<file path="config.mk">
export PLATFORM = sky130hd
export DESIGN_NAME = loop_current_flow_averager
export DESIGN_NICKNAME = d
export VERILOG_FILES = /design/src/sv/lcfa_pkg.sv /design/src/sv/lcfa_window.sv /design/src/sv/lcfa_smul.sv /design/src/sv/lcfa_sdiv.sv /design/src/sv/loop_current_flow_averager.sv
export SDC_FILE = /design/constraint.sdc
export NUM_CORES = 1
export LEC_CHECK = 0
export BUFFER_PORTS_ARGS = -buffer_cell sky130_fd_sc_hd__buf_2
export CORE_UTILIZATION = 30
export DETAILED_ROUTE_END_ITERATION = 10
export PLACE_DENSITY_LB_ADDON = 0.25
export SETUP_SLACK_MARGIN = 0.05
export SLEW_MARGIN = 20
export SYNTH_ARGS = -nofsm -noshare
export SYNTH_HDL_FRONTEND = slang
export SYNTH_SLANG_ARGS = --single-unit
</file>
<file path="constraint.sdc">
create_clock -name clock -period 10.6 [get_ports clock]
set_input_delay 1.59 -clock clock [delete_from_list [all_inputs] [get_ports clock]]
set_output_delay 1.59 -clock clock [all_outputs]
set_load 0.005 [all_outputs]
</file>
<file path="src/sv/lcfa_pkg.sv">
// Shared constants, types and state codes for the loop current flow averager.
// Used by every module of the block; depends on nothing.
package lcfa_pkg;

   // Window and converter geometry.
   localparam int WINDOW_LEN  = 8;
   localparam int SAMPLE_BITS = 10;

   // Fixed field and register widths.
   localparam int REG_BITS       = 10;
   localparam int CALIB_BITS     = 16;
   localparam int MEAN_OUT_BITS  = 10;
   localparam int FLOW_BITS      = 27;
   localparam int CSR_INDEX_BITS = 2;
   localparam int CSR_DATA_BITS  = 16;
   localparam int ZC_BITS        = 5;
   localparam int SCALE_BITS     = 17;

   // Derived widths.
   localparam int SUM_BITS   = SAMPLE_BITS + $clog2(WINDOW_LEN);
   localparam int CMP_BITS   = (SAMPLE_BITS > REG_BITS) ? SAMPLE_BITS : REG_BITS;
   localparam int PROD_BITS  = CMP_BITS + SCALE_BITS;
   localparam int QCMP_BITS  = (PROD_BITS > FLOW_BITS) ? PROD_BITS : FLOW_BITS;
   localparam int SUM_ALIGN  = PROD_BITS - SUM_BITS;
   localparam int DCNT_BITS  = $clog2(PROD_BITS + 1);
   localparam int MCNT_BITS  = $clog2(CMP_BITS + 1);

   // Arithmetic constants.
   localparam logic [SCALE_BITS-1:0] FLOW_SCALE  = SCALE_BITS'(100000);
   localparam logic [FLOW_BITS-1:0]  FLOW_MAX    = '1;
   localparam logic [ZC_BITS-1:0]    ZERO_LIMIT  = ZC_BITS'(20);
   localparam logic [ZC_BITS-1:0]    ZC_CEILING  = ZC_BITS'(21);
   localparam logic [REG_BITS-1:0]   LIMIT_RESET = REG_BITS'(1023);

   // Register indexes on the configuration port.
   localparam logic [CSR_INDEX_BITS-1:0] CSR_OFFSET       = CSR_INDEX_BITS'(0);
   localparam logic [CSR_INDEX_BITS-1:0] CSR_CALIB        = CSR_INDEX_BITS'(1);
   localparam logic [CSR_INDEX_BITS-1:0] CSR_SAMPLE_LIMIT = CSR_INDEX_BITS'(2);

   // Start command for the serial divider.
   typedef struct packed {
      logic                 start;
      logic [DCNT_BITS-1:0] steps;
   } div_req_type;

   typedef enum logic [2:0] {
      ST_IDLE,
      ST_MEAN_START,
      ST_MEAN_WAIT,
      ST_MUL_WAIT,
      ST_DIV_WAIT,
      ST_RESULT
   } state_type;

endpackage

</file>
<file path="src/sv/lcfa_window.sv">
// Sample window: a shift line of the last accepted readings with a running sum.
// Depends on lcfa_pkg.
module lcfa_window (
   input  logic                              clock,
   input  logic                              reset,
   input  logic                              push,
   input  logic [lcfa_pkg::SAMPLE_BITS-1:0]  sample,
   output logic [lcfa_pkg::SUM_BITS-1:0]     sum
);
   import lcfa_pkg::*;

   logic [SAMPLE_BITS-1:0] win_ff [WINDOW_LEN];
   logic [SAMPLE_BITS-1:0] win_in [WINDOW_LEN];
   logic [SUM_BITS-1:0]    sum_ff;
   logic [SUM_BITS-1:0]    sum_in;

   always_comb begin
      win_in[0] = sample;
      for (int i = 1; i < WINDOW_LEN; i++) begin
         win_in[i] = win_ff[i-1];
      end
      // The oldest reading leaves as the new one enters.
      sum_in = sum_ff + SUM_BITS'(sample) - SUM_BITS'(win_ff[WINDOW_LEN-1]);
   end

   always_ff @(posedge clock) begin
      if (reset) begin
         for (int i = 0; i < WINDOW_LEN; i++) begin
            win_ff[i] <= '0;
         end
         sum_ff <= '0;
      end else if (push) begin
         for (int i = 0; i < WINDOW_LEN; i++) begin
            win_ff[i] <= win_in[i];
         end
         sum_ff <= sum_in;
      end
   end

   assign sum = sum_ff;

endmodule

</file>
<file path="src/sv/lcfa_smul.sv">
// Bit-serial multiplier by the flow scale constant, operand taken MSB first.
// Depends on lcfa_pkg.
module lcfa_smul (
   input  logic                             clock,
   input  logic                             reset,
   input  logic                             start,
   input  logic [lcfa_pkg::CMP_BITS-1:0]    operand,
   output logic                             done,
   output logic [lcfa_pkg::PROD_BITS-1:0]   product
);
   import lcfa_pkg::*;

   logic [CMP_BITS-1:0]  op_ff;
   logic [CMP_BITS-1:0]  op_in;
   logic [PROD_BITS-1:0] acc_ff;
   logic [PROD_BITS-1:0] acc_in;
   logic [MCNT_BITS-1:0] cnt_ff;
   logic                 busy_ff;
   logic                 done_ff;

   always_comb begin
      op_in  = {op_ff[CMP_BITS-2:0], 1'b0};
      acc_in = {acc_ff[PROD_BITS-2:0], 1'b0}
             + (op_ff[CMP_BITS-1] ? PROD_BITS'(FLOW_SCALE) : '0);
   end

   always_ff @(posedge clock) begin
      if (reset) begin
         busy_ff <= 1'b0;
         done_ff <= 1'b0;
         cnt_ff  <= '0;
      end else begin
         done_ff <= 1'b0;
         if (start) begin
            busy_ff <= 1'b1;
            cnt_ff  <= MCNT_BITS'(CMP_BITS);
         end else if (busy_ff) begin
            cnt_ff <= cnt_ff - MCNT_BITS'(1);
            if (cnt_ff == MCNT_BITS'(1)) begin
               busy_ff <= 1'b0;
               done_ff <= 1'b1;
            end
         end
      end
   end

   always_ff @(posedge clock) begin
      if (start) begin
         op_ff  <= operand;
         acc_ff <= '0;
      end else if (busy_ff) begin
         op_ff  <= op_in;
         acc_ff <= acc_in;
      end
   end

   assign done    = done_ff;
   assign product = acc_ff;

endmodule

</file>
<file path="src/sv/lcfa_sdiv.sv">
// Restoring serial divider, one quotient bit per cycle, shared by the mean
// and the flow computation. Depends on lcfa_pkg.
module lcfa_sdiv (
   input  logic                              clock,
   input  logic                              reset,
   input  lcfa_pkg::div_req_type             req,
   input  logic [lcfa_pkg::PROD_BITS-1:0]    dividend,
   input  logic [lcfa_pkg::CALIB_BITS-1:0]   divisor,
   output logic                              done,
   output logic [lcfa_pkg::PROD_BITS-1:0]    quotient
);
   import lcfa_pkg::*;

   // The dividend arrives aligned to the top of quo_ff; quotient bits fill
   // in from the bottom as the dividend bits shift out of the top.
   logic [PROD_BITS-1:0]  quo_ff;
   logic [PROD_BITS-1:0]  quo_in;
   logic [CALIB_BITS-1:0] rem_ff;
   logic [CALIB_BITS-1:0] rem_in;
   logic [CALIB_BITS-1:0] dvs_ff;
   logic [CALIB_BITS:0]   trial;
   logic [CALIB_BITS:0]   diff;
   logic                  fits;
   logic [DCNT_BITS-1:0]  cnt_ff;
   logic                  busy_ff;
   logic                  done_ff;

   always_comb begin
      trial  = {rem_ff, quo_ff[PROD_BITS-1]};
      diff   = trial - {1'b0, dvs_ff};
      fits   = trial >= {1'b0, dvs_ff};
      rem_in = fits ? diff[CALIB_BITS-1:0] : trial[CALIB_BITS-1:0];
      quo_in = {quo_ff[PROD_BITS-2:0], fits};
   end

   always_ff @(posedge clock) begin
      if (reset) begin
         busy_ff <= 1'b0;
         done_ff <= 1'b0;
         cnt_ff  <= '0;
      end else begin
         done_ff <= 1'b0;
         if (req.start) begin
            busy_ff <= 1'b1;
            cnt_ff  <= req.steps;
         end else if (busy_ff) begin
            cnt_ff <= cnt_ff - DCNT_BITS'(1);
            if (cnt_ff == DCNT_BITS'(1)) begin
               busy_ff <= 1'b0;
               done_ff <= 1'b1;
            end
         end
      end
   end

   always_ff @(posedge clock) begin
      if (req.start) begin
         quo_ff <= dividend;
         rem_ff <= '0;
         dvs_ff <= divisor;
      end else if (busy_ff) begin
         quo_ff <= quo_in;
         rem_ff <= rem_in;
      end
   end

   assign done     = done_ff;
   assign quotient = quo_ff;

endmodule

</file>
<file path="src/sv/loop_current_flow_averager.sv">
// Loop current flow averager: top level with configuration registers, sequencer
// and result register. Depends on lcfa_pkg, lcfa_window, lcfa_smul, lcfa_sdiv.
//
// Each request carries one converter reading. A reading at or above the sample
// limit is answered with zero mean and flow, and a new request is taken only
// once the result of the last one is loaded into the output register. An accepted
// reading enters the window and its mean is found by the serial divider, one bit
// per cycle; when the mean is above the offset register and the calibration
// register is nonzero, the offset-corrected mean is multiplied bit-serially by
// 100000 and divided by the calibration value in the same divider. A finished
// result waits in the output register while the next request is taken. Registers
// must be written only while the block is idle.
module loop_current_flow_averager (
   input  logic                                  clock,
   input  logic                                  reset,
   input  logic                                  req_valid,
   output logic                                  req_stall,
   input  logic [lcfa_pkg::SAMPLE_BITS-1:0]      req_sample,
   output logic                                  rsp_valid,
   input  logic                                  rsp_stall,
   output logic                                  rsp_sample_taken,
   output logic [lcfa_pkg::MEAN_OUT_BITS-1:0]    rsp_window_mean,
   output logic [lcfa_pkg::FLOW_BITS-1:0]        rsp_flow_rate,
   output logic                                  rsp_flow_error,
   input  logic                                  csr_valid,
   output logic                                  csr_ready,
   input  logic [lcfa_pkg::CSR_INDEX_BITS-1:0]   csr_index,
   input  logic [lcfa_pkg::CSR_DATA_BITS-1:0]    csr_wdata
);
   import lcfa_pkg::*;

   state_type              state_ff;
   state_type              state_in;

   logic [REG_BITS-1:0]    offset_ff;
   logic [CALIB_BITS-1:0]  calib_ff;
   logic [REG_BITS-1:0]    limit_ff;

   logic                   accept;
   logic                   reject;
   logic                   push;
   logic                   mul_start;
   logic                   out_load;
   div_req_type            div_req;
   logic [PROD_BITS-1:0]   div_dividend;
   logic [CALIB_BITS-1:0]  div_divisor;
   logic                   div_done;
   logic [PROD_BITS-1:0]   div_quo;
   logic                   mul_done;
   logic [PROD_BITS-1:0]   product;
   logic [SUM_BITS-1:0]    sum;

   logic [SAMPLE_BITS-1:0] mean_q;
   logic                   flow_go;
   logic [CMP_BITS-1:0]    diff;
   logic [FLOW_BITS-1:0]   flow_sat;

   logic                   taken_ff;
   logic [SAMPLE_BITS-1:0] mean_ff;
   logic                   flow_go_ff;
   logic [FLOW_BITS-1:0]   flow_ff;
   logic [ZC_BITS-1:0]     zero_count_ff;
   logic [ZC_BITS-1:0]     zero_count_in;
   logic                   error_ff;
   logic                   error_in;

   logic                   rsp_valid_ff;
   logic                   rsp_taken_ff;
   logic [MEAN_OUT_BITS-1:0] rsp_mean_ff;
   logic [FLOW_BITS-1:0]   rsp_flow_ff;
   logic                   rsp_error_ff;

   lcfa_window u_window (
      .clock  (clock),
      .reset  (reset),
      .push   (push),
      .sample (req_sample),
      .sum    (sum)
   );

   lcfa_smul u_smul (
      .clock   (clock),
      .reset   (reset),
      .start   (mul_start),
      .operand (diff),
      .done    (mul_done),
      .product (product)
   );

   lcfa_sdiv u_sdiv (
      .clock    (clock),
      .reset    (reset),
      .req      (div_req),
      .dividend (div_dividend),
      .divisor  (div_divisor),
      .done     (div_done),
      .quotient (div_quo)
   );

   // Configuration registers.
   assign csr_ready = 1'b1;

   always_ff @(posedge clock) begin
      if (reset) begin
         offset_ff <= '0;
         calib_ff  <= '0;
         limit_ff  <= LIMIT_RESET;
      end else if (csr_valid && csr_ready) begin
         case (csr_index)
            CSR_OFFSET:       offset_ff <= csr_wdata[REG_BITS-1:0];
            CSR_CALIB:        calib_ff  <= csr_wdata[CALIB_BITS-1:0];
            CSR_SAMPLE_LIMIT: limit_ff  <= csr_wdata[REG_BITS-1:0];
            default: ;
         endcase
      end
   end

   // Datapath decisions.
   always_comb begin
      accept   = req_valid && !req_stall;
      reject   = CMP_BITS'(req_sample) >= CMP_BITS'(limit_ff);
      mean_q   = div_quo[SAMPLE_BITS-1:0];
      flow_go  = (CMP_BITS'(mean_q) > CMP_BITS'(offset_ff)) && (calib_ff != '0);
      diff     = CMP_BITS'(mean_q) - CMP_BITS'(offset_ff);
      flow_sat = (QCMP_BITS'(div_quo) > QCMP_BITS'(FLOW_MAX)) ? FLOW_MAX
                                                             : FLOW_BITS'(div_quo);
      if (state_ff == ST_MEAN_START) begin
         div_dividend = PROD_BITS'(sum) << SUM_ALIGN;
         div_divisor  = CALIB_BITS'(WINDOW_LEN);
      end else begin
         div_dividend = product;
         div_divisor  = calib_ff;
      end
   end

   // Sequencer.
   always_ff @(posedge clock) begin
      if (reset) begin
         state_ff <= ST_IDLE;
      end else begin
         state_ff <= state_in;
      end
   end

   always_comb begin
      state_in      = state_ff;
      req_stall     = 1'b1;
      push          = 1'b0;
      mul_start     = 1'b0;
      out_load      = 1'b0;
      div_req.start = 1'b0;
      div_req.steps = DCNT_BITS'(PROD_BITS);
      case (state_ff)
         ST_IDLE: begin
            req_stall = 1'b0;
            if (accept) begin
               if (reject) begin
                  state_in = ST_RESULT;
               end else begin
                  push     = 1'b1;
                  state_in = ST_MEAN_START;
               end
            end
         end
         ST_MEAN_START: begin
            div_req.start = 1'b1;
            div_req.steps = DCNT_BITS'(SUM_BITS);
            state_in      = ST_MEAN_WAIT;
         end
         ST_MEAN_WAIT: begin
            if (div_done) begin
               if (flow_go) begin
                  mul_start = 1'b1;
                  state_in  = ST_MUL_WAIT;
               end else begin
                  state_in  = ST_RESULT;
               end
            end
         end
         ST_MUL_WAIT: begin
            if (mul_done) begin
               div_req.start = 1'b1;
               state_in      = ST_DIV_WAIT;
            end
         end
         ST_DIV_WAIT: begin
            if (div_done) begin
               state_in = ST_RESULT;
            end
         end
         ST_RESULT: begin
            if (!rsp_valid_ff || !rsp_stall) begin
               out_load = 1'b1;
               state_in = ST_IDLE;
            end
         end
         default: begin
            state_in = ST_IDLE;
         end
      endcase
   end

   // Working values for the request in flight.
   always_ff @(posedge clock) begin
      if (accept) begin
         taken_ff   <= !reject;
         mean_ff    <= '0;
         flow_go_ff <= 1'b0;
         flow_ff    <= '0;
      end else if (state_ff == ST_MEAN_WAIT && div_done) begin
         mean_ff    <= mean_q;
         flow_go_ff <= flow_go;
      end else if (state_ff == ST_DIV_WAIT && div_done) begin
         flow_ff    <= flow_sat;
      end
   end

   // Zero-mean watchdog: a run of zero means past the limit sets the error flag.
   always_comb begin
      zero_count_in = zero_count_ff;
      error_in      = error_ff;
      if (taken_ff) begin
         if (flow_go_ff) begin
            zero_count_in = '0;
            error_in      = 1'b0;
         end else if (mean_ff == '0) begin
            zero_count_in = zero_count_ff + ZC_BITS'(1);
            if (zero_count_ff > ZERO_LIMIT) begin
               error_in      = 1'b1;
               zero_count_in = '0;
            end
         end
      end
   end

   always_ff @(posedge clock) begin
      if (reset) begin
         zero_count_ff <= '0;
         error_ff      <= 1'b0;
         rsp_valid_ff  <= 1'b0;
      end else begin
         if (out_load) begin
            zero_count_ff <= zero_count_in;
            error_ff      <= error_in;
            rsp_valid_ff  <= 1'b1;
         end else if (rsp_valid_ff && !rsp_stall) begin
            rsp_valid_ff  <= 1'b0;
         end
      end
   end

   always_ff @(posedge clock) begin
      if (out_load) begin
         rsp_taken_ff <= taken_ff;
         rsp_mean_ff  <= MEAN_OUT_BITS'(mean_ff);
         rsp_flow_ff  <= flow_ff;
         rsp_error_ff <= error_in;
      end
   end

   assign rsp_valid        = rsp_valid_ff;
   assign rsp_sample_taken = rsp_taken_ff;
   assign rsp_window_mean  = rsp_mean_ff;
   assign rsp_flow_rate    = rsp_flow_ff;
   assign rsp_flow_error   = rsp_error_ff;

   // Checks.
   a_accept_leaves_idle: assert property (@(posedge clock) disable iff (reset)
      (req_valid && !req_stall) |=> (state_ff != ST_IDLE))
      else $error("accepted request did not start the sequencer");

   a_reject_is_zero: assert property (@(posedge clock) disable iff (reset)
      (rsp_valid && !rsp_sample_taken) |-> (rsp_window_mean == '0 && rsp_flow_rate == '0))
      else $error("rejected request reported a nonzero mean or flow");

   a_flow_clears_error: assert property (@(posedge clock) disable iff (reset)
      (rsp_valid && rsp_flow_rate != '0) |-> !rsp_flow_error)
      else $error("nonzero flow reported with error flag set");

   a_zero_count_bound: assert property (@(posedge clock) disable iff (reset)
      zero_count_ff <= ZC_CEILING)
      else $error("zero counter ran past its wrap point");

endmodule
</file>
==> results of run 1 <==
[metal layers]
metal  track usage  wire [um]  up-vias
li1              -          -     4985
met1         0.181      15600     4782
met2         0.223      15500      154
met3        0.0209       1150       63
met4        0.0518       1060        0
met5             0          0        -
[area by class of cell]
| type | count | area, um2 | share of cell area |
|---|---|---|---|
| Inverter | 115 | 432 | 0.0257 |
| Sequential cell | 321 | 8160 | 0.486 |
| Timing Repair Buffer | 87 | 470 | 0.0280 |
| Clock inverter | 15 | 139 | 0.00827 |
| Tap cell | 615 | 769 | 0.0458 |
| Multi-Input combinational cell | 871 | 5810 | 0.346 |
| Clock buffer | 49 | 1010 | 0.0603 |
[power by group]
part	switching [uW]	total [uW]	leakage (uW)	internal [uW]
registers	113	1580	0.00294	1460
clock network	503	1220	0.000562	722
logic	540	940	0.00331	400
total	1160	3740	0.00681	2590
[kinds of logic after synthesis]
| logic type | share of synthesized area |
|---|---|
| compound gates | 0.130 |
| xor+xnor | 0.0329 |
| fa+ha+maj | 0.0686 |
| buf+inv | 0.0488 |
| flops | 0.557 |
| mux | 0.0213 |
| other cells | 0.000256 |
| simple gates | 0.141 |
[through the flow]
stage | cells | hold WS (ns) | utilization
global placement | 2009 | 0.416 | 0.326
floorplan | 1375 | 0.408 | -
detailed placement | 2009 | 0.418 | 0.326
finish | 2073 | 0.420 | 0.350
CTS | 2073 | 0.418 | 0.350
global route | 2073 | 0.439 | 0.350
[worst max path at each step]
stage                                                      end  slack, ns
after floorplan            u_window.win_ff[0][0]$_SDFFCE_PN0P_       5.54
after global routing      u_window.win_ff[0][12]$_SDFFCE_PN0P_       5.83
after detailed placement  u_window.win_ff[1][22]$_SDFFCE_PP0P_       5.64
final                     u_window.win_ff[0][12]$_SDFFCE_PN0P_       6.20
after global placement    u_window.win_ff[1][22]$_SDFFCE_PP0P_       5.78
after CTS                 u_window.win_ff[0][12]$_SDFFCE_PN0P_       6.21
[synthesized netlist by cell type, types with 6 or more instances]
| library cell | n | area, um2 |
|---|---|---|
| edfxtp_1 | 173 | 5190 |
| dfxtp_1 | 148 | 2960 |
| nand2_1 | 139 | 522 |
| inv_1 | 114 | 428 |
| nor2_1 | 111 | 417 |
| a21oi_1 | 110 | 551 |
| and3_1 | 66 | 413 |
| ha_1 | 61 | 763 |
| clkbuf_1 | 54 | 203 |
| nor2b_1 | 42 | 263 |
| xor2_1 | 28 | 245 |
| xnor2_1 | 27 | 236 |
| o21ai_0 | 26 | 130 |
| a22o_1 | 23 | 201 |
| a211oi_1 | 22 | 165 |
| mux2i_1 | 21 | 210 |
| nand3_1 | 14 | 70.1 |
| a222oi_1 | 13 | 130 |
| fa_1 | 12 | 240 |
| a21o_1 | 11 | 82.6 |
| a211o_1 | 10 | 87.6 |
| mux2_2 | 9 | 101 |
| o21a_1 | 9 | 67.6 |
| nor3_1 | 8 | 40.0 |
| a31oi_1 | 7 | 43.8 |
| and2_1 | 7 | 43.8 |
| buf_2 | 7 | 35.0 |
| nand4_1 | 7 | 43.8 |
| nor4_1 | 7 | 43.8 |
| o21bai_1 | 7 | 52.6 |
| o31ai_1 | 7 | 52.6 |
| a32oi_1 | 6 | 52.6 |
| nand2b_1 | 6 | 37.5 |
| o21ai_1 | 6 | 30.0 |
[flip-flops by register name, indices dropped and copies added (netlist names), 10 cells and up]
name / cells
rsp_flow_rate: 27
u_sdiv.dvs_ff: 16
u_sdiv.rem_ff: 16
u_window.sum: 13
limit_ff: 10
mean_ff: 10
u_smul.product: 22
u_smul.op_ff: 10
u_sdiv.quotient: 27
flow_ff: 27
u_window.win_ff: 80
calib_ff: 16
offset_ff: 10
rsp_window_mean: 10
[worst max-delay path, stage by stage]
cell and delay, ns:
buf_2 0.10, inv_1 0.04, ha_1 0.26, nand2b_1 0.10
a211oi_1 0.07, o21a_1 0.19, o21ai_1 0.47, nor3_4 0.05
nor2_1 0.74, inv_2 0.42, buf_4 0.49
==> results by group, run 1 <==
Route
  – Average wire per standard cell: 16.1 um
  – Vias per cell: 4.82
  – Routed vias: 9984
  – Final WL: 33400 um
  – Post-route ant nets: 0
  – Iter 0 DRT Violations: 602
  – DR pass1 iterations: 5
  – DRC violations left: 0

Critical path
  – Maximum fanout along the worst path: 61
  – Crit Path Category: in -> reg
  – Worst Setup SP: req_sample[0]
  – Reg2Reg Setup Slack: 7.02 ns
  – Worst setup EP type: flop
  – RR Startpoint: limit_ff[4]$_SDFFE_PP1P_
  – Crit path required time: 10.77 ns
  – Data arrival time of the worst path: 4.57 ns
  – R2r worst-path depth: 9
  – Startpoint types: input port
  – Reg-to-reg endpoint: u_window.win_ff[0][12]$_SDFFCE_PN0P_

CTS
  – Postcts setup bufs: 0
  – # hold bufs at CTS: 0
  – Clk pin slew, worst setup/hold paths: 0.06 ns
  – H-tree level count: 2
  – CTS tree: yes
  – TritonCTS sink count: 321
  – Post-cts sizing count: 0
  – CTS Buffer Depth: 3
  – Clock latency on the worst-skew pair: 0.52 ns
  – CTS buffer count: 36
  – CTS Root Cell: clkbuf_16

Floorplanning
  – Core Area: 47900 um2
  – Row count: 80
  – Die height: 223 um
  – Starting Density: 0.305
  – I/O pin cnt: 75
  – Die W: 223 um
  – Die area: 49700 um2

Cells and area
  – Nets: 1538
  – Most common cell after layout, fill and taps aside: edfxtp_1
  – Area growth, synth to finish: 14.7%
  – # fillers: 4799
  – # diodes: 0
  – Most frequent cells in the layout: 173 x edfxtp_1, 148 x dfxtp_1, 139 x nand2_1, 113 x inv_1
  – Final instance area: 16800 um2
  – Fraction of layout cells with a size suffix above 1: 0.115

Timing
  – Final setup fails: 0
  – Worst-Margin Slew: 0.962 ns
  – Post-layout minimum cycle time: 4.40 ns
  – Fmax: 227 MHz
  – Final Cycle Share: 0.415
  – Slew Viols, Final: 0
  – RSZ-0062 raised after global routing: no
  – Hold Vio Cnt, Final: 0
  – Worst Skew: 0.0193 ns
  – Slew margin rel.: 0.356
  – Final worst setup slack: 6.20 ns
  – Setup TNS: 0 ns

Min path
  – Worst hold path endpoint: rsp_flow_rate[14]$_DFFE_PP_
  – Min-delay src: flow_ff[14]$_SDFFE_PP0P_
  – Cells on Worst Hold Path: 0
  – Hold Path Class: reg -> reg

Logic synthesis
  – Syn nets: 1481
  – Sequential-to-total area share from yosys stat: 0.557
  – Mapped Cells: 1375
  – Warnings, synthesis: 0
  – Synthesized area: 14600 um2
  – FFs w/ async S/R, synth: 0
  – Synth unique cells: 67
  – Main synth FF type: edfxtp_1
  – Syn_area_per_cell: 10.6 um2
  – Flops & latches, synth: 321
  – Number of flops mapped to enable cells by yosys: 173

Placement
  – Pre-CTS setup slack: 5.64 ns
  – Port buffer count: 73
  – Post-Place Cell Area: 15600 um2
  – Placer Congestion: 0.793
  – Final HPWL DP: 23000 um

GRT
  – Pin count of the biggest net entering global routing: 66
  – GRT Residual Overflow: 0
  – Initial antenna violation count: 0
  – Vias in the first global route: 9849
  – Total track usage: 0.136
  – First-pass GRT wire length: 54100 um

Power and ir drop
  – VDD IR max: 0.117 mV
  – Leak Pwr: 0.00681 uW
  – Pwr Density: 223 nW/um2
  – Pwr Total: 3740 uW

Run status
  – Status: completed

Job
  – Max cap viols: 0
(Power assumes the default switching activity.)
==> inputs of run 2 (changes only) <==
--- a/config.mk
+++ b/config.mk
@@ -5,6 +5,7 @@
 export SDC_FILE = /design/constraint.sdc
 export NUM_CORES = 1
 export LEC_CHECK = 0
+export ABC_AREA = 1
 export BUFFER_PORTS_ARGS = -buffer_cell sky130_fd_sc_hd__buf_2
 export CORE_UTILIZATION = 30
 export DETAILED_ROUTE_END_ITERATION = 10
==> constraint.sdc (replaced) <==
create_clock -name clock -period 4.34 [get_ports clock]
set_input_delay 0.651 -clock clock [delete_from_list [all_inputs] [get_ports clock]]
set_output_delay 0.651 -clock clock [all_outputs]
set_load 0.005 [all_outputs]
==> run 2 against run 1 <==
  * First-iteration DRC count grew 16%
  * Register-to-register slack lost 5.6 ns
  * Clock-buffer cell count grew 13
  * Largest power group unchanged
  * Sequential share of layout area shrank 2.4 points
  * Setup slack lost 4.8 ns
  * Highest routed layer is now met5
  * Die area grew 5.2%
  * Clock skew grew 0.0011 ns
  * Non-clock buffer count shrank 1
  * Worst hold slack lost 0.098 ns
  * Final area grew 5.3%
==> results by group, run 2 <==
Placement
  – Port buffer count: 73 (unchanged)
  – Pre-CTS setup slack: 0.965 ns (-4.68 ns)
  – Final HPWL DP: 26300 um (+14%)
  – Placer Congestion: 0.900 (+13%)

GRT
  – First-pass GRT wire length: 60200 um (+11%)
  – Total track usage: 0.145 (+0.00850)
  – Pin count of the biggest net entering global routing: 83 (+26%)
  – Initial antenna violation count: 1 (+1)
  – GRT Residual Overflow: 0 (unchanged)
  – Vias in the first global route: 11200 (+14%)

Run status
  – Status: completed

Cells and area
  – Multi-input logic area: 5730 um2 (-1.4%)
  – Register area: 8160 um2 (unchanged)
  – Fraction of layout cells with a size suffix above 1: 0.101 (-0.0138)
  – Most common cell after layout, fill and taps aside: nand2_1
  – # fillers: 5235 (+9.1%)
  – Max FFs per register: 80 (unchanged)
  – Biggest register: u_window.win_ff
  – Nets: 1952 (+27%)
  – Area growth, synth to finish: 14.8% (about the same)
  – Most frequent cells in the layout: 328 x nand2_1, 316 x inv_1, 208 x nor2_1, 173 x edfxtp_1, 148 x dfxtp_1

Logic synthesis
  – Most numerous cell in the Yosys netlist: nand2_1
  – Main synth FF type: edfxtp_1
  – Most frequent cells after synthesis: 328 x nand2_1, 317 x inv_1, 208 x nor2_1
  – Sequential-to-total area share from yosys stat: 0.530 (-0.0277)
  – Synth top area share: 0.337 (-0.0176)
  – Synth unique cells: 48 (-28%)
  – Synth area leaders: edfxtp_1 34%, dfxtp_1 19%, nand2_1 8.0%
  – Synthesized area: 15400 um2 (+5.2%)
  – Warnings, synthesis: 0 (unchanged)
  – Number of flops mapped to enable cells by yosys: 173 (unchanged)
  – Flops & latches, synth: 321 (unchanged)
  – Mapped Cells: 1773 (+29%)
  – Syn_area_per_cell: 8.69 um2 (-18%)
  – Syn nets: 1879 (+27%)
  – Yosys top cell by area: edfxtp_1
  – FFs w/ async S/R, synth: 0 (unchanged)

Timing
  – Slew Viols, Final: 0 (unchanged)
  – Worst-Margin Slew: 0.987 ns (+0.0251 ns)
  – Fmax: 344 MHz
  – Hold Vio Cnt, Final: 0 (unchanged)
  – Slew margin rel.: 0.340 (-0.0167)
  – Setup TNS: 0 ns (unchanged)
  – Final Cycle Share: 0.669
  – Worst Skew: 0.0204 ns (+0.00108 ns)
  – RSZ-0062 raised after global routing: no
  – Final setup fails: 0 (unchanged)
  – Post-layout minimum cycle time: 2.91 ns
  – Final worst setup slack: 1.43 ns (-4.77 ns)

Floorplanning
  – Starting Density: 0.306 (+0.000450)
  – Die W: 229 um (+2.6%)
  – Die height: 229 um (+2.6%)
  – Row count: 82 (+2.5%)
  – Core Area: 50400 um2 (+5.1%)
  – I/O pin cnt: 75 (unchanged)
  – Die area: 52300 um2 (+5.2%)

CTS
  – CTS tree: yes
  – Post-cts sizing count: 0 (unchanged)
  – Clock latency on the worst-skew pair: 0.56 ns (+0.04 ns)
  – H-tree level count: 2 (unchanged)
  – # hold bufs at CTS: 0 (unchanged)
  – Postcts setup bufs: 0 (unchanged)
  – CTS buffer count: 39 (+8.3%)
  – TritonCTS sink count: 321 (unchanged)
  – CTS Root Cell: clkbuf_16
  – Clk pin slew, worst setup/hold paths: 0.05 ns (about the same)
  – CTS Buffer Depth: 3 (unchanged)

Power and ir drop
  – Pwr Density: 646 nW/um2 (+190%)
  – Leak Pwr: 0.00791 uW (+16%)
  – VDD IR max: 0.308 mV (+160%)
  – Pwr Total: 11400 uW (+210%)

Route
  – Routed vias: 11500 (+15%)
  – Final WL: 37500 um (+12%)
  – DR pass1 iterations: 5 (unchanged)
  – DRC violations left: 0 (unchanged)
  – Post-route ant nets: 0 (unchanged)
  – Vias per cell: 4.51 (-6.4%)
  – Iter 0 DRT Violations: 699 (+16%)
  – Average wire per standard cell: 14.7 um (-8.8%)

Critical path
  – Reg2Reg Setup Slack: 1.43 ns (-5.59 ns)
  – RR Startpoint: limit_ff[9]$_SDFFE_PP1P_
  – Reg-to-reg endpoint: u_window.win_ff[0][22]$_SDFFCE_PN0P_
  – Worst setup EP type: flop
  – Data arrival time of the worst path: 3.20 ns (-1.37 ns)
  – Crit Path Category: reg -> reg
  – R2r worst-path depth: 10 (+1)
  – Crit path required time: 4.63 ns (-6.14 ns)
  – Startpoint types: flop
  – Maximum fanout along the worst path: 45 (-26%)

Min path
  – Min-delay src: csr_wdata[12]
  – Worst hold path endpoint: calib_ff[12]$_SDFFE_PP0P_
  – Cells on Worst Hold Path: 3 (+3)
  – Hold Path Class: in -> reg

Job
  – Max cap viols: 0 (unchanged)
==> run 2: cell type report <==
cell class                 count  area share
clock inverter                10     0.00559
multi-input combinational   1073       0.324
sequential                   321       0.461
antenna                        1    0.000142
timing repair buffer          86      0.0269
inverter                     325      0.0691
tap                          672      0.0475
clock buffer                  62      0.0652
==> run 2: metrics by stage <==
stage / utilization / hold WS, ns / instance area [um2] / instances
after detailed placement: 0.326 / 0.412 / 16400 / 2477
final: 0.351 / 0.321 / 17700 / 2550
after global placement: 0.326 / 0.419 / 16400 / 2477
after CTS: 0.351 / 0.292 / 17700 / 2549
after floorplan: - / 0.403 / 15400 / 1773
after global routing: 0.351 / 0.303 / 17700 / 2549
==> run 2: cells by family after synthesis <==
logic type	synth area share
flip-flops	0.530
AND/OR/NAND/NOR	0.193
other	0.000243
XOR/XNOR	0.0182
adder cells (fa/ha/maj)	0.0652
AO/OA/AOI/OAI	0.0956
buffers and inverters	0.0981
==> run 2: worst max-delay path by stage <==
stage | start | endpoint | slack (ns) | depth (start not counted)
6_report | limit_ff[9]$_SDFFE_PP1P_ | u_window.win_ff[0][22]$_SDFFCE_PN0P_ | 1.43 | 10
5_1_grt | limit_ff[9]$_SDFFE_PP1P_ | u_window.win_ff[0][7]$_SDFFCE_PN0P_ | 1.16 | 10
4_1_cts | limit_ff[6]$_SDFFE_PP1P_ | u_window.win_ff[0][7]$_SDFFCE_PN0P_ | 1.35 | 10
3_5_place_dp | req_sample[0] | u_window.win_ff[0][7]$_SDFFCE_PN0P_ | 0.97 | 11
3_3_place_gp | req_sample[9] | u_window.win_ff[0][7]$_SDFFCE_PN0P_ | 1.05 | 10
2_1_floorplan | req_sample[9] | u_window.win_ff[0][0]$_SDFFCE_PN0P_ | 1.23 | 9
==> run 2: routing by layer <==
metal  up-vias  routed length, um  track usage
li1       5877                  -            -
met1      5356              17400        0.187
met2       192              17200        0.238
met3        70               1490       0.0276
met4         2               1330       0.0573
met5         -                  8            0
==> run 2: worst max-delay path, stage by stage, from the launching register on <==
cell and delay, ns:
dfxtp_1 0.31, inv_1 0.07, ha_1 0.29, nand2_1 0.06
nor2_1 0.18, nand3_1 0.10, nand4_1 0.30, nor2_4 0.08
nand2_2 0.71, buf_4 0.42, nor2_1 0.08
==> run 2: power by group <==
| part | internal (uW) | switching, uW | total (uW) |
|---|---|---|---|
| registers | 4060 | 332 | 4390 |
| clock network | 1890 | 1290 | 3180 |
| logic | 1300 | 2540 | 3840 |
==> inputs of run 3 (changes only) <==
==> constraint.sdc (replaced) <==
create_clock -name clock -period 2.9 [get_ports clock]
set_input_delay 0.435 -clock clock [delete_from_list [all_inputs] [get_ports clock]]
set_output_delay 0.435 -clock clock [all_outputs]
set_load 0.005 [all_outputs]
==> run 3 against run 2 <==
  * Power is 53% higher
  * Final cell count is 0.39% higher
  * Sequential share of layout area is 0.54 points lower
  * Setup slack worse by 0.95 ns
  * Die area stayed put
  * Critical path depth is 2 higher
  * Global-route usage is 0.13 points higher
==> results by group, run 3 (synthesis gave the netlist of run 2 again) <==
CTS
  – CTS buffer count: 38 (-2.6%)
  – CTS Buffer Depth: 3 (unchanged)
  – CTS Root Cell: clkbuf_16
  – Clock latency on the worst-skew pair: 0.56 ns (about the same)
  – Clk pin slew, worst setup/hold paths: 0.06 ns (about the same)
  – H-tree level count: 2 (unchanged)
  – Postcts setup bufs: 0 (unchanged)
  – CTS tree: yes
  – Post-cts sizing count: 0 (unchanged)
  – # hold bufs at CTS: 0 (unchanged)
  – TritonCTS sink count: 321 (unchanged)

Timing
  – Setup TNS: 0 ns (unchanged)
  – Fmax: 414 MHz (+20%)
  – Worst-Margin Slew: 0.842 ns (-0.144 ns)
  – Slew margin rel.: 0.438 (+0.0980)
  – Final setup fails: 0 (unchanged)
  – Final Cycle Share: 0.833 (+0.164)
  – Worst Skew: 0.0218 ns (+0.00142 ns)
  – RSZ-0062 raised after global routing: no
  – Hold Vio Cnt, Final: 0 (unchanged)
  – Slew Viols, Final: 0 (unchanged)
  – Post-layout minimum cycle time: 2.42 ns (-0.488 ns)

Cells and area
  – Area growth, synth to finish: 16.2%
  – Fraction of layout cells with a size suffix above 1: 0.110 (+0.00895)
  – Multi-input logic area: 5730 um2 (unchanged)
  – Register area: 8160 um2 (unchanged)
  – Most frequent cells in the layout: 328 x nand2_1, 316 x inv_1, 208 x nor2_1, 173 x edfxtp_1, 148 x dfxtp_1
  – Max FFs per register: 80 (unchanged)
  – # diodes: 0 (-1)
  – # fillers: 5141 (-1.8%)
  – Biggest register: u_window.win_ff
  – Final core occ: 0.355 (+0.00412)
  – Most common cell after layout, fill and taps aside: nand2_1
  – Nets: 1964 (+0.61%)

Power and ir drop
  – Leak Pwr: 0.00802 uW (+1.4%)
  – VDD IR max: 0.498 mV (+62%)
  – Pwr Density: 974 nW/um2 (+51%)

Route
  – DRC violations left: 0 (unchanged)
  – Post-route ant nets: 0 (unchanged)
  – Vias per cell: 4.50 (-0.11%)
  – Routed vias: 11500 (+0.28%)
  – Iter 0 DRT Violations: 652 (-6.7%)
  – DR pass1 iterations: 5 (unchanged)
  – Average wire per standard cell: 14.6 um (-0.29%)
  – Final WL: 37500 um (+0.10%)

Critical path
  – Startpoint types: flop
  – Reg-to-reg endpoint: u_smul.product[6]$_SDFFE_PP0P_
  – Worst setup EP type: flop
  – RR Startpoint: u_sdiv.quotient[0]$_SDFFCE_PP0P_
  – Reg2Reg Setup Slack: 0.48 ns (-0.95 ns)
  – Crit path required time: 3.35 ns (-1.28 ns)
  – Crit Path Category: reg -> reg
  – R2r worst-path depth: 12 (+2)
  – Data arrival time of the worst path: 2.86 ns (-0.34 ns)
  – Worst Setup SP: u_sdiv.quotient[0]$_SDFFCE_PP0P_
  – Maximum fanout along the worst path: 11 (-76%)

GRT
  – Pin count of the biggest net entering global routing: 44 (-47%)
  – Vias in the first global route: 11300 (+0.74%)
  – Total track usage: 0.146 (+0.00133)
  – First-pass GRT wire length: 61000 um (+1.3%)
  – GRT Residual Overflow: 0 (unchanged)
  – Initial antenna violation count: 0 (-1)

Min path
  – Worst hold path endpoint: calib_ff[12]$_SDFFE_PP0P_
  – Hold Path Class: in -> reg
  – Cells on Worst Hold Path: 3 (unchanged)
  – Min-delay src: csr_wdata[12]

Placement
  – Placer Congestion: 0.864 (-4.0%)
  – Port buffer count: 73 (unchanged)
  – Final HPWL DP: 27000 um (+2.8%)

Floorplanning
  – Die area: 52300 um2 (unchanged)
  – Row count: 82 (unchanged)
  – Core Area: 50400 um2 (unchanged)
  – Die W: 229 um (unchanged)
  – Die height: 229 um (unchanged)
  – I/O pin cnt: 75 (unchanged)
  – Starting Density: 0.306 (unchanged)

Run status
  – Status: completed

Job
  – Max cap viols: 0 (unchanged)
## run 3: cell types whose count changed in the layout (fill, tap and decap cells not counted), sizes merged, moves of 3 or more
cell,before,now
bufinv,1,4
clkbuf,62,52
buf,86,99
clkinv,8,11
## run 3: cell type report
class / count / share of cell area
sequential: 321 / 0.456
clock inverter: 18 / 0.0121
tap: 672 / 0.0470
multi-input combinational: 1073 / 0.320
clock buffer: 52 / 0.0607
timing repair buffer: 99 / 0.0355
inverter: 325 / 0.0683
## run 3: power breakdown
part / switching, uW / internal [uW]
registers: 507 / 6070
logic: 3850 / 2040
clock network: 1950 / 3000
total: 6310 / 11100
## run 3: critical path: stages, from the launching register on
cell and delay [ns]:
edfxtp_1 0.32, inv_1 0.11, ha_1 0.26, fa_1 0.42
inv_1 0.12, nand3_1 0.09, nand3_1 0.16, nand3_4 0.18
buf_4 0.22, nand2_2 0.22, nor2_1 0.08, nor2_1 0.09
inv_1 0.04
## run 3: metal layers
metal	part of all wire	vias to the layer above	GRT usage	routed length [um]
li1	-	5893	-	-
met1	0.47	5431	0.192	17800
met2	0.47	154	0.246	17700
met3	0.033	51	0.0245	1230
met4	0.020	0	0.0403	763
met5	0	-	0	0
## run 3: worst max-delay path by stage
stage | to | slack (ns) | depth (start not counted)
after global placement | u_window.sum[12]$_SDFFE_PP0P_ | 0.25 | 15
after global routing | u_smul.product[12]$_SDFFE_PP0P_ | 0.26 | 12
after detailed placement | u_window.sum[12]$_SDFFE_PP0P_ | 0.25 | 15
after CTS | u_smul.product[12]$_SDFFE_PP0P_ | 0.45 | 12
after floorplan | u_window.win_ff[0][0]$_SDFFCE_PN0P_ | 0.44 | 9
final | u_smul.product[6]$_SDFFE_PP0P_ | 0.48 | 12
## run 3: through the flow
| stage | std cells | setup slack (ns) | hold WS [ns] | total power (uW) | area, um2 |
|---|---|---|---|---|---|
| finish | 2560 | 0.483 | 0.129 | 17400 | 17900 |
| global route | 2560 | 0.259 | 0.135 | 18700 | 17900 |
| CTS | 2560 | 0.454 | 0.110 | 17600 | 17900 |
| detailed placement | 2490 | 0.248 | 0.414 | 12600 | 16600 |
| global placement | 2490 | 0.246 | 0.415 | 12500 | 16600 |
| floorplan | 1773 | 0.438 | 0.403 | 10900 | 15400 |
